`src/design/tklt_pkg.sv`:
```
package tklt_pkg;

  // Field widths of the item formats.
  localparam int DUR_W  = 40;
  localparam int TAG_W  = 16;
  localparam int RIDX_W = 4;
  localparam int CNT_W  = 32;
  localparam int SUM_W  = 48;
  localparam int AVG_W  = 40;
  localparam int KEPT_W = 5;
  localparam int MP_W   = 5;

  // Stream widths, padded to whole bytes.
  localparam int IN_TDATA_W  = 64;
  localparam int OUT_TDATA_W = 184;

  localparam int              MAX_ENTRIES_DEF = 16;
  localparam logic [MP_W-1:0] MP_RESET        = 5'd16;

  // Command codes carried on in_tuser.
  localparam logic CMD_ADD  = 1'b0;
  localparam logic CMD_READ = 1'b1;

  typedef struct packed {
    logic [DUR_W-1:0] dur;
    logic [TAG_W-1:0] tag;
  } entry_t;

  typedef struct packed {
    logic              start;
    logic              is_add;
    logic [DUR_W-1:0]  dur;
    logic [TAG_W-1:0]  tag;
    logic [RIDX_W-1:0] rd_idx;
  } rank_req_t;

  typedef struct packed {
    logic              busy;
    logic [KEPT_W-1:0] kept;
    logic              entry_valid;
    entry_t            entry;
  } rank_rsp_t;

endpackage

```
`src/design/top_k_latency_tracker_top.sv`:
```
// Latency tracker that counts duration samples, keeps their saturating total
// and truncated average, and holds the largest durations with their tags in a
// list ranked from largest down. An item with in_tuser at the add code brings
// a sample; an item with the read code changes nothing. Either kind returns
// exactly one result item carrying the count, the total, the average, the
// number of entries held and the entry at the requested rank, with out_tuser
// high when that rank holds an entry (duration and tag read as zero
// otherwise). The number of entries kept is set by a single register written
// through cfg_we and cfg_wdata; the user is to write it only while the block
// is idle, which the block itself does not enforce. Zero acts as one and
// values above MAX_ENTRIES act as MAX_ENTRIES. Lowering it below the number
// already held does not trim the list. The block works on one item at a time:
// a read only fetches the entry at the requested rank, while an add also runs
// the bit-serial divider for the average, which produces one quotient bit per
// cycle over the 48-bit total, and the insertion walk through the entry
// memory, which reads and moves one entry at a time, in a read state and a
// compare state, through its single read and write port. Both run side by
// side, and the result is loaded once both are done; the next item can be
// accepted as soon as the result appears. A finished result waits in an
// output register, so a new item is accepted while the previous result has
// not yet been taken.
module top_k_latency_tracker_top #(
  parameter int MAX_ENTRIES = tklt_pkg::MAX_ENTRIES_DEF
) (
  input  logic                             clk,
  input  logic                             rst_n,
  // Input items.
  input  logic                             in_tvalid,
  output logic                             in_tready,
  // duration_us [39:0], tag [55:40], read_index [59:56], zero padding above.
  input  logic [tklt_pkg::IN_TDATA_W-1:0]  in_tdata,
  // cmd [0].
  input  logic                             in_tuser,
  // Result items.
  output logic                             out_tvalid,
  input  logic                             out_tready,
  // sample_count [31:0], total_us [79:32], avg_us [119:80],
  // kept_count [124:120], entry_duration_us [164:125], entry_tag [180:165],
  // zero padding above.
  output logic [tklt_pkg::OUT_TDATA_W-1:0] out_tdata,
  // entry_valid [0].
  output logic                             out_tuser,
  // Configuration: max_points.
  input  logic                             cfg_we,
  input  logic [tklt_pkg::MP_W-1:0]        cfg_wdata
);
  import tklt_pkg::*;

  localparam int OUT_PAD = OUT_TDATA_W - (CNT_W + SUM_W + AVG_W + KEPT_W + DUR_W + TAG_W);

  typedef enum logic [3:0] {
    S_IDLE = 4'b0001,
    S_KICK = 4'b0010,
    S_WAIT = 4'b0100,
    S_LOAD = 4'b1000
  } state_t;

  state_t             st_r, st_nxt;
  logic [MP_W-1:0]    max_points_r;
  logic [CNT_W-1:0]   cnt_r, cnt_nxt;
  logic [SUM_W-1:0]   sum_r, sum_nxt;
  logic [SUM_W:0]     sum_wide;
  logic               cmd_r;
  logic [DUR_W-1:0]   dur_r;
  logic [TAG_W-1:0]   tag_r;
  logic [RIDX_W-1:0]  ridx_r;

  logic                   out_tvalid_r;
  logic [OUT_TDATA_W-1:0] out_tdata_r;
  logic                   out_tuser_r;

  logic               in_acc;
  logic               is_add_in;
  logic [DUR_W-1:0]   in_dur;
  logic [TAG_W-1:0]   in_tag;
  logic [RIDX_W-1:0]  in_ridx;
  logic               out_free;
  logic               load;

  logic               div_start;
  logic               div_busy;
  logic [AVG_W-1:0]   avg;
  rank_req_t          rank_req;
  rank_rsp_t          rank_rsp;

  assign in_dur    = in_tdata[DUR_W-1:0];
  assign in_tag    = in_tdata[DUR_W +: TAG_W];
  assign in_ridx   = in_tdata[DUR_W + TAG_W +: RIDX_W];
  assign is_add_in = in_tuser == CMD_ADD;

  assign in_tready = st_r == S_IDLE;
  assign in_acc    = in_tvalid && in_tready;
  assign out_free  = !out_tvalid_r || out_tready;
  assign load      = (st_r == S_LOAD) && out_free;

  // The count and the total saturate rather than wrap.
  assign sum_wide = {1'b0, sum_r} + (SUM_W + 1)'(in_dur);
  always_comb begin
    cnt_nxt = cnt_r;
    sum_nxt = sum_r;
    if (in_acc && is_add_in) begin
      cnt_nxt = (cnt_r == '1) ? cnt_r : cnt_r + 1'b1;
      sum_nxt = sum_wide[SUM_W] ? '1 : sum_wide[SUM_W-1:0];
    end
  end

  always_comb begin
    st_nxt = st_r;
    unique case (st_r)
      S_IDLE: begin
        if (in_acc) begin
          st_nxt = S_KICK;
        end
      end
      S_KICK: begin
        st_nxt = S_WAIT;
      end
      S_WAIT: begin
        if (!div_busy && !rank_rsp.busy) begin
          st_nxt = S_LOAD;
        end
      end
      S_LOAD: begin
        if (out_free) begin
          st_nxt = S_IDLE;
        end
      end
      default: begin
        st_nxt = S_IDLE;
      end
    endcase
  end

  always_ff @(posedge clk) begin
    if (!rst_n) begin
      st_r         <= S_IDLE;
      max_points_r <= MP_RESET;
      cnt_r        <= '0;
      sum_r        <= '0;
      out_tvalid_r <= 1'b0;
    end else begin
      st_r  <= st_nxt;
      cnt_r <= cnt_nxt;
      sum_r <= sum_nxt;
      if (cfg_we) begin
        max_points_r <= cfg_wdata;
      end
      if (load) begin
        out_tvalid_r <= 1'b1;
      end else if (out_tready) begin
        out_tvalid_r <= 1'b0;
      end
    end
  end

  always_ff @(posedge clk) begin
    if (in_acc) begin
      cmd_r  <= in_tuser;
      dur_r  <= in_dur;
      tag_r  <= in_tag;
      ridx_r <= in_ridx;
    end
    if (load) begin
      out_tdata_r <= {{OUT_PAD{1'b0}}, rank_rsp.entry.tag, rank_rsp.entry.dur,
                      rank_rsp.kept, avg, sum_r, cnt_r};
      out_tuser_r <= rank_rsp.entry_valid;
    end
  end

  // On an add both units start together, once count and total are updated.
  assign div_start = (st_r == S_KICK) && (cmd_r == CMD_ADD);

  assign rank_req.start  = st_r == S_KICK;
  assign rank_req.is_add = cmd_r == CMD_ADD;
  assign rank_req.dur    = dur_r;
  assign rank_req.tag    = tag_r;
  assign rank_req.rd_idx = ridx_r;

  tklt_divider u_divider (
    .clk      (clk),
    .rst_n    (rst_n),
    .start    (div_start),
    .dividend (sum_r),
    .divisor  (cnt_r),
    .busy     (div_busy),
    .quotient (avg)
  );

  tklt_rank_store #(
    .MAX_ENTRIES (MAX_ENTRIES)
  ) u_rank_store (
    .clk        (clk),
    .rst_n      (rst_n),
    .max_points (max_points_r),
    .req        (rank_req),
    .rsp        (rank_rsp)
  );

  assign out_tvalid = out_tvalid_r;
  assign out_tdata  = out_tdata_r;
  assign out_tuser  = out_tuser_r;

endmodule

```
`src/design/tklt_divider.sv`:
```
module tklt_divider (
  input  logic                       clk,
  input  logic                       rst_n,
  input  logic                       start,
  input  logic [tklt_pkg::SUM_W-1:0] dividend,
  input  logic [tklt_pkg::CNT_W-1:0] divisor,
  output logic                       busy,
  output logic [tklt_pkg::AVG_W-1:0] quotient
);
  import tklt_pkg::*;

  localparam int STEP_W = $clog2(SUM_W);
  localparam logic [STEP_W-1:0] LAST_STEP = STEP_W'(SUM_W - 1);

  logic              busy_r;
  logic [STEP_W-1:0] step_r;
  logic [SUM_W-1:0]  q_r;
  logic [CNT_W-1:0]  rem_r;
  logic [CNT_W-1:0]  dvs_r;

  logic [CNT_W:0]    trial;
  logic [CNT_W:0]    diff;
  logic              ge;

  // Restoring division: the dividend shifts out of q_r as quotient bits shift in.
  assign trial = {rem_r, q_r[SUM_W-1]};
  assign ge    = trial >= {1'b0, dvs_r};
  assign diff  = trial - {1'b0, dvs_r};

  always_ff @(posedge clk) begin
    if (!rst_n) begin
      busy_r <= 1'b0;
      step_r <= '0;
      q_r    <= '0;
    end else if (start) begin
      busy_r <= 1'b1;
      step_r <= '0;
      q_r    <= dividend;
    end else if (busy_r) begin
      q_r    <= {q_r[SUM_W-2:0], ge};
      step_r <= step_r + 1'b1;
      if (step_r == LAST_STEP) begin
        busy_r <= 1'b0;
      end
    end
  end

  always_ff @(posedge clk) begin
    if (start) begin
      rem_r <= '0;
      dvs_r <= divisor;
    end else if (busy_r) begin
      rem_r <= ge ? diff[CNT_W-1:0] : trial[CNT_W-1:0];
    end
  end

  assign busy     = busy_r;
  assign quotient = (|q_r[SUM_W-1:AVG_W]) ? '1 : q_r[AVG_W-1:0];

endmodule

```
`src/design/tklt_rank_store.sv`:
```
module tklt_rank_store #(
  parameter int MAX_ENTRIES = tklt_pkg::MAX_ENTRIES_DEF
) (
  input  logic                      clk,
  input  logic                      rst_n,
  input  logic [tklt_pkg::MP_W-1:0] max_points,
  input  tklt_pkg::rank_req_t       req,
  output tklt_pkg::rank_rsp_t       rsp
);
  import tklt_pkg::*;

  localparam int IDX_W  = (MAX_ENTRIES > 1) ? $clog2(MAX_ENTRIES) : 1;
  localparam int HELD_W = $clog2(MAX_ENTRIES + 1);
  localparam int LW     = (HELD_W > MP_W) ? HELD_W : MP_W;
  localparam int CW     = (HELD_W > RIDX_W) ? HELD_W : RIDX_W;

  typedef enum logic [5:0] {
    R_IDLE  = 6'b000001,
    R_CHK   = 6'b000010,
    R_RD    = 6'b000100,
    R_CMP   = 6'b001000,
    R_PUT   = 6'b010000,
    R_FETCH = 6'b100000
  } rstate_t;

  rstate_t           st_r, st_nxt;
  logic [HELD_W-1:0] held_r, held_nxt;
  logic [IDX_W-1:0]  i_r, i_nxt;
  logic [IDX_W-1:0]  pos_r, pos_nxt;
  logic              strict_r, strict_nxt;
  logic              inc_r, inc_nxt;
  logic              valid_r, valid_nxt;
  logic [DUR_W-1:0]  d_r, d_nxt;
  logic [TAG_W-1:0]  t_r, t_nxt;
  logic [RIDX_W-1:0] ridx_r, ridx_nxt;

  entry_t            mem_r [MAX_ENTRIES];
  entry_t            rd_data_r;
  logic              rd_en;
  logic [IDX_W-1:0]  rd_addr;
  logic              we;
  logic [IDX_W-1:0]  wa;
  entry_t            wd;

  logic [LW-1:0]     mp_ext;
  logic [LW-1:0]     lim_ext;
  logic [HELD_W-1:0] lim;
  logic              full;
  logic              lt;
  logic              eq;
  logic              move;
  logic              valid_now;

  // Effective limit: zero acts as one, anything above the depth as the depth.
  assign mp_ext  = LW'(max_points);
  assign lim_ext = (mp_ext == '0) ? LW'(1) :
                   (mp_ext > LW'(MAX_ENTRIES)) ? LW'(MAX_ENTRIES) : mp_ext;
  assign lim     = HELD_W'(lim_ext);
  assign full    = held_r >= lim;

  // The one comparator, shared by the full-list check and the insertion walk.
  assign lt   = rd_data_r.dur < d_r;
  assign eq   = rd_data_r.dur == d_r;
  assign move = lt | (strict_r & eq);

  assign valid_now = CW'(ridx_r) < CW'(held_r);

  always_comb begin
    st_nxt     = st_r;
    held_nxt   = held_r;
    i_nxt      = i_r;
    pos_nxt    = pos_r;
    strict_nxt = strict_r;
    inc_nxt    = inc_r;
    valid_nxt  = valid_r;
    d_nxt      = d_r;
    t_nxt      = t_r;
    ridx_nxt   = ridx_r;
    rd_en      = 1'b0;
    rd_addr    = i_r;
    we         = 1'b0;
    wa         = pos_r;
    wd         = '{dur: d_r, tag: t_r};
    unique case (st_r)
      R_IDLE: begin
        if (req.start) begin
          d_nxt    = req.dur;
          t_nxt    = req.tag;
          ridx_nxt = req.rd_idx;
          if (!req.is_add) begin
            st_nxt = R_FETCH;
          end else if (!full) begin
            strict_nxt = 1'b0;
            inc_nxt    = 1'b1;
            if (held_r == '0) begin
              pos_nxt = '0;
              st_nxt  = R_PUT;
            end else begin
              i_nxt  = IDX_W'(held_r - 1'b1);
              st_nxt = R_RD;
            end
          end else begin
            strict_nxt = 1'b1;
            inc_nxt    = 1'b0;
            rd_en      = 1'b1;
            rd_addr    = IDX_W'(held_r - 1'b1);
            st_nxt     = R_CHK;
          end
        end
      end
      R_CHK: begin
        if (lt) begin
          if (held_r == HELD_W'(1)) begin
            pos_nxt = '0;
            st_nxt  = R_PUT;
          end else begin
            i_nxt  = IDX_W'(held_r - 2'd2);
            st_nxt = R_RD;
          end
        end else begin
          st_nxt = R_FETCH;
        end
      end
      R_RD: begin
        rd_en   = 1'b1;
        rd_addr = i_r;
        st_nxt  = R_CMP;
      end
      R_CMP: begin
        if (move) begin
          we = 1'b1;
          wa = IDX_W'(i_r + 1'b1);
          wd = rd_data_r;
          if (i_r == '0) begin
            pos_nxt = '0;
            st_nxt  = R_PUT;
          end else begin
            i_nxt  = i_r - 1'b1;
            st_nxt = R_RD;
          end
        end else begin
          pos_nxt = IDX_W'(i_r + 1'b1);
          st_nxt  = R_PUT;
        end
      end
      R_PUT: begin
        we = 1'b1;
        if (inc_r) begin
          held_nxt = held_r + 1'b1;
        end
        st_nxt = R_FETCH;
      end
      R_FETCH: begin
        rd_en     = 1'b1;
        rd_addr   = valid_now ? IDX_W'(ridx_r) : '0;
        valid_nxt = valid_now;
        st_nxt    = R_IDLE;
      end
      default: begin
        st_nxt = R_IDLE;
      end
    endcase
  end

  always_ff @(posedge clk) begin
    if (!rst_n) begin
      st_r    <= R_IDLE;
      held_r  <= '0;
      valid_r <= 1'b0;
    end else begin
      st_r    <= st_nxt;
      held_r  <= held_nxt;
      valid_r <= valid_nxt;
    end
  end

  always_ff @(posedge clk) begin
    i_r      <= i_nxt;
    pos_r    <= pos_nxt;
    strict_r <= strict_nxt;
    inc_r    <= inc_nxt;
    d_r      <= d_nxt;
    t_r      <= t_nxt;
    ridx_r   <= ridx_nxt;
  end

  always_ff @(posedge clk) begin
    if (we) begin
      mem_r[wa] <= wd;
    end
    if (rd_en) begin
      rd_data_r <= mem_r[rd_addr];
    end
  end

  assign rsp.busy        = st_r != R_IDLE;
  assign rsp.kept        = KEPT_W'(held_r);
  assign rsp.entry_valid = valid_r;
  assign rsp.entry       = valid_r ? rd_data_r : '0;

endmodule
```
`config.mk`:
```
export PLATFORM = sky130hd
export DESIGN_NAME = top_k_latency_tracker_top
export DESIGN_NICKNAME = d
export VERILOG_FILES = /design/src/design/tklt_pkg.sv /design/src/design/top_k_latency_tracker_top.sv /design/src/design/tklt_divider.sv /design/src/design/tklt_rank_store.sv
export SDC_FILE = /design/constraint.sdc
export NUM_CORES = 2
export LEC_CHECK = 0
export ABC_AREA = 1
export ABC_CLOCK_PERIOD_IN_PS = 24800
export BUFFER_PORTS_ARGS = -buffer_cell sky130_fd_sc_hd__buf_2
export CORE_MARGIN = 2
export CORE_UTILIZATION = 55
export DETAILED_ROUTE_END_ITERATION = 10
export GPL_ROUTABILITY_DRIVEN = 0
export GPL_TIMING_DRIVEN = 0
export PLACE_DENSITY = 0.69
export SLEW_MARGIN = 20
export SYNTH_ARGS = -nofsm -noshare
export SYNTH_HDL_FRONTEND = slang
export SYNTH_HIERARCHICAL = 1
export SYNTH_SLANG_ARGS = --single-unit
```
`constraint.sdc`:
```
create_clock -name clk -period 24.8 [get_ports clk]
set_input_delay 4.96 -clock clk [delete_from_list [all_inputs] [get_ports clk]]
set_output_delay 4.96 -clock clk [all_outputs]
set_load 0.005 [all_outputs]
```
# Yosys cells after proc, flatten, opt, wreduce, memory -nomap -nowiden
# Memories as Yosys holds them, arrays and structs flattened. A register that Yosys moved wholly into a read port is not among the register bits.
# Index checks and enable logic that the tools add are counted.
# W data, S select, Z words.
# op_classes
add_sub_neg,9
magnitude_cmp,5
n_eq_ne,29
muxes,60
bitwise_logic,6
reduce_logical,25
# ops
operator,n
$mux W48,3
$mux W56,2
$mux W4,25
$add A48 B40 Y49,1
$eq A40 B40 Y1,1
$lt A40 B40 Y1,1
$mux W5,7
$ge A33 B32 Y1,1
$add A32 B1 Y32 const B,1
$eq A32 B32 Y1 const B,1
$mux W32,1
$sub A32 B32 Y32,1
$pmux W6 S5,1
$pmux W4 S3,2
$mux W6,3
$ne A2 B2 Y1 const B,8
$pmux W4 S4,1
$eq A6 B6 Y1 const B,2
$mux W1,12
$logic_not A5 Y1,2
$ne A2 B1 Y1 const B,5
$reduce_and A9 Y1,1
$pmux W4 S2,1
$reduce_and A8 Y1,1
other kinds (34),50
# word_totals
ff_bits,534
ram_bits,896
inputBits,75
output_inout_bits,187
mem_count,1
# memory_table
memory,depth,width,rd,rd_clocked_by_memory_dff,write_ports,line_no,rtl
u_rank_store.mem_r,16,56,1,1,1,tklt_rank_store.sv:37,entry_t mem_r [MAX_ENTRIES];

# Longest topological paths before layout
# depth
word_depth,8
ltp_mapped,22
mapped_depth_nobuf,20

# Hierarchy
# Netlist, hierarchy kept.
# modules_own_cells
module,instances,cells_per_inst,area_each_um2,seq_area_each_um2
tklt_rank_store,1,4365,46474.6,30929.7
top_k_latency_tracker_top,1,1644,15333.5,9098.7
tklt_divider,1,1229,7908.8,2702.6

# Worst setup path after synthesis
# OpenSTA, ideal clock, no wires.
# synth_path
path_type,input-to-reg
startpoint,input port out_tready
endpoint,"register out_tdata_r[0] (netlist: out_tdata[0]), enable pin"
setup_ns,0.727
arrival_ns,12.515
slack_ns,11.558
stages,2
path_cell_list,nor2_1 nor2_1
# synth_between
elab_chain_cells,2
# synth_rtl
element,line_no,rtl
"start, declared",top_k_latency_tracker_top.sv:36,"input logic out_tready,"
$logic_or A1 B1 Y1,top_k_latency_tracker_top.sv:93,assign out_free = !out_tvalid_r || out_tready;
$logic_and A1 B1 Y1,top_k_latency_tracker_top.sv:94,assign load = (st_r == S_LOAD) && out_free;
named net load,top_k_latency_tracker_top.sv:78,logic load;
"end signal, assigned",top_k_latency_tracker_top.sv:164,"out_tdata_r <= {{OUT_PAD{1'b0}}, rank_rsp.entry.tag, rank_rsp.entry.dur,"
"end, declared",top_k_latency_tracker_top.sv:69,logic [OUT_TDATA_W-1:0] out_tdata_r;
# The timed path passes the listed nets, and every way through them passes these cells.
# A chain may end at the register's enable or synchronous reset.

==> reports/metrics.csv <==
stage;metric;value;unit
floorplan;initial_utilization;0.554;
cts;cts_tree;built;
logic_synthesis;seq_area_frac_synth;0.613;
cts;post_cts_resized;0;
run;maxCapViolCount;0;
setup_path;cp_num_buf_inv;2;
logic_synthesis;synth_cell_types;58;
placement;placed_cell_area;75000;um^2
cts;cts_hold_buffers;0;
setup_path;cp_top_family;flip-flops;
cts;h-tree-depth;4;
pwr;powerDensity;107;nW/um^2
sta;timing.hold.ws;0.412;ns
cts;cts_sinks;1486;
layout;final_common_cell;nand2_1;
logic_synthesis;synth-seq-cells;1486;
sta;rsz0062_at_grt;no;
floorplan;io-pin-count;262;
pwr;leakage;0.0346;uW
cts;cts_buffers;154;
setup_path;cp-start-kind;register;
setup_path;path_cells;nor2_2, nand3_2, inv_1, buf_2;
floorplan;rows;130;
setup_path;end_kind;output port;
outcome;status;completed;
sta;slew_headroom;0.247;
logic_synthesis;ys_warn_count;6;
cts;cts_setup_buffers;0;
logic_synthesis;synth-async-reset-ratio;0;
layout;final_cell_mix;2038 x nand2_1, 1297 x edfxtp_1, 1109 x inv_1, 737 x nand3_1, 479 x nand4_1;
route;post-route-drc-count;0;
grt;grt_first_pass_wirelength;316;mm
grt;first_global_vias;51700;
layout;nNetsFinal;7932;
cts;clk_latency;0.80;ns
setup_path;crit_fanout;5;
logic_synthesis;synth-edff-count;1297;
cts;clock_path_buffers;3;
sta;fin_skew;0.0273;ns
setup_path;critical_path_class;register to output port;
route;vias_per_cell;5.75;
placement;io_buffers;254;
pwr;ir_worst_vdd;0.000106;V
sta;fin_setup_tns;0;ns
cts;clk_pin_slew;0.06;ns
layout;fin_area;80000;um^2
sta;slew_viol_final;0;
sta;hold_viol_final;0;
route;drt-wirelength-per-cell;22.5;um
floorplan;die_area;130000;um^2
route;antenna_left;0;
logic_synthesis;ys_dominant_reg_cell;edfxtp_1;
sta;clock.fmax;151;MHz
floorplan;die_w;360;um
hold_path;min_path_type;register to register;
sta;fin_crit_sh;0.267;
grt;grt_max_degree;35;
route;drt_iter0_markers;7168;
grt;antenna_found_initial;14;
logic_synthesis;syn-cell-area;69700;um^2
setup_path;cpPeakStageDelay;0.33;ns
floorplan;placeableCoreArea;126000;um^2
sta;worst_pin_slew;1.13;ns
cts;cts-root-buf;clkbuf_16;
logic_synthesis;netlist_instances;7238;
sta;setup_violations;0;
layout;fin_cells;9502;
sta;period_needed;6.63;ns
route;drtPass1Iterations;9;
floorplan;die_h;360;um
layout;final_layout_size_suffix_gt1_frac;0.119;
grt;globalRouteOverflowTotal;0;
layout;area_delta_synth_final;14.7;%
setup_path;crit_slowest_cell;dfxtp_1;
setup_path;critPathArrivalTime;1.67;ns
placement;dp_hpwl;153;mm
setup_path;worstPathRequired;19.84;ns
grt;track_usage;0.326;
route;drt_wl_total;214;mm
route;via_count;54600;
logic_synthesis;syn_avg_cell_area;9.63;um^2
placement;placed_cells;9218;
-- cell type report --
| cell class | instances | area [um^2] |
|---|---|---|
| fill | 9999 | 45800 |
| sequential | 1486 | 42700 |
| inverter | 1122 | 4210 |
| antenna | 4 | 10.0 |
| clock inverter | 91 | 868 |
| tap | 1650 | 2060 |
| clock buffer | 189 | 4120 |
| timing repair buffer | 328 | 2850 |
| multi-input combinational | 4267 | 21400 |
| buffer | 365 | 1740 |
-- layer usage --
layer	GRT usage	share of wire	vias to the layer above
met3	0.0722	0.11	586
met5	0	0.00064	-
li1	-	-	25200
met1	0.428	0.38	25700
met2	0.509	0.45	3153
met4	0.170	0.058	20
-- through the flow --
stage                     power [uW]   util  setup slack (ns)
after floorplan                 4930      -             11.56
after global placement          6100  0.581              7.10
after detailed placement        6160  0.596             17.43
after CTS                       8450  0.636             18.12
after global routing            8880  0.636             18.04
final                           8530  0.636             18.17
-- registers in the layout, summed over array words and instances, names as in the netlist, 16 cells and up --
signal,cells
u_rank_store/d_r,40
tag_r,16
dur_r,40
out_tdata,181
u_rank_store/rd_data_r,56
u_divider/q_r,48
cnt_r,32
u_divider/dvs_r,32
sum_r,48
u_divider/rem_r,32
u_rank_store/t_r,16
u_rank_store/mem_r,896
-- path summary, 6_finish.rpt --
path | start | end | slack (ns) | cells after the start
max | st_r[3]$_SDFFE_PN0P_ | in_tready | 18.17 | 4
min | dur_r[23]$_DFFE_PP_ | u_rank_store/d_r[23]$_DFFE_PP_ | 0.41 | 0
max reg2reg | u_rank_store/d_r[28]$_DFFE_PP_ | u_rank_store/mem_r[9][23]$_DFFE_PP_ | 19.67 | 20
min reg2reg | dur_r[23]$_DFFE_PP_ | u_rank_store/d_r[23]$_DFFE_PP_ | 0.41 | 0
-- logic make-up after synthesis --
family	Yosys count	share of synthesized area
other	1	0.0000538
AO/OA/AOI/OAI	326	0.0277
multiplexers	16	0.00258
flip-flops	1486	0.613
buffers and inverters	1487	0.0853
adder cells (fa/ha/maj)	133	0.0241
XOR/XNOR	55	0.00691
AND/OR/NAND/NOR	3734	0.240
-- power breakdown --
part	leakage [uW]	internal [uW]	switching, uW
Clock	0.00245	1310	989
Sequential	0.0133	2820	34.2
Combinational	0.0189	888	2480
-- synth_stat cells, types with 3 or more instances --
master,number,area [um^2]
and3_1,4,25.0
nor3b_1,5,37.5
a31oi_4,3,63.8
xnor2_1,37,324
o21ai_1,4,20.0
buf_6,7,78.8
nand2_1,2038,7650
nor3_1,42,210
nand3_1,738,3690
mux2_2,16,180
o221ai_1,35,307
buf_2,178,891
nor4_1,9,56.3
nand2_4,7,78.8
inv_2,11,41.3
ha_1,131,1640
a21oi_2,5,43.8
buf_1,21,78.8
o21ai_0,93,465
edfxtp_1,1297,38900
and2_1,12,75.1
nor3_2,3,30.0
nand4_1,479,3000
clkbuf_1,140,526
nor2_1,317,1190
a22oi_1,10,75.1
nand3_2,13,130
xor2_1,18,158
o21bai_1,7,52.6
buf_4,17,128
inv_1,1109,4160
o21a_1,4,30.0
a31oi_2,3,37.5
nand2_2,10,62.6
dfxtp_1,189,3780
nor2_2,15,93.8
a21oi_1,145,726
a31oi_1,13,81.3
nand3b_1,25,188
nor2_4,6,67.6
-- worst reg2reg max path: stages (launching register included) --
cell	delay, ns
edfxtp_1	0.47
inv_1	0.20
ha_1	0.32
nand2_1	0.04
nor2_1	0.37
nand4_1	0.14
nor2_1	0.24
nand2_1	0.09
nor2_1	0.37
nor2_1	0.14
nand2_1	0.16
nand2_2	0.15
nand2_1	0.16
buf_4	0.22
nand2_1	0.08
nand2_1	0.10
nand2_1	0.29
nor2_4	0.60
buf_16	0.25
buf_16	0.19
buf_12	0.22
Power figures use the tool's default switching activity.
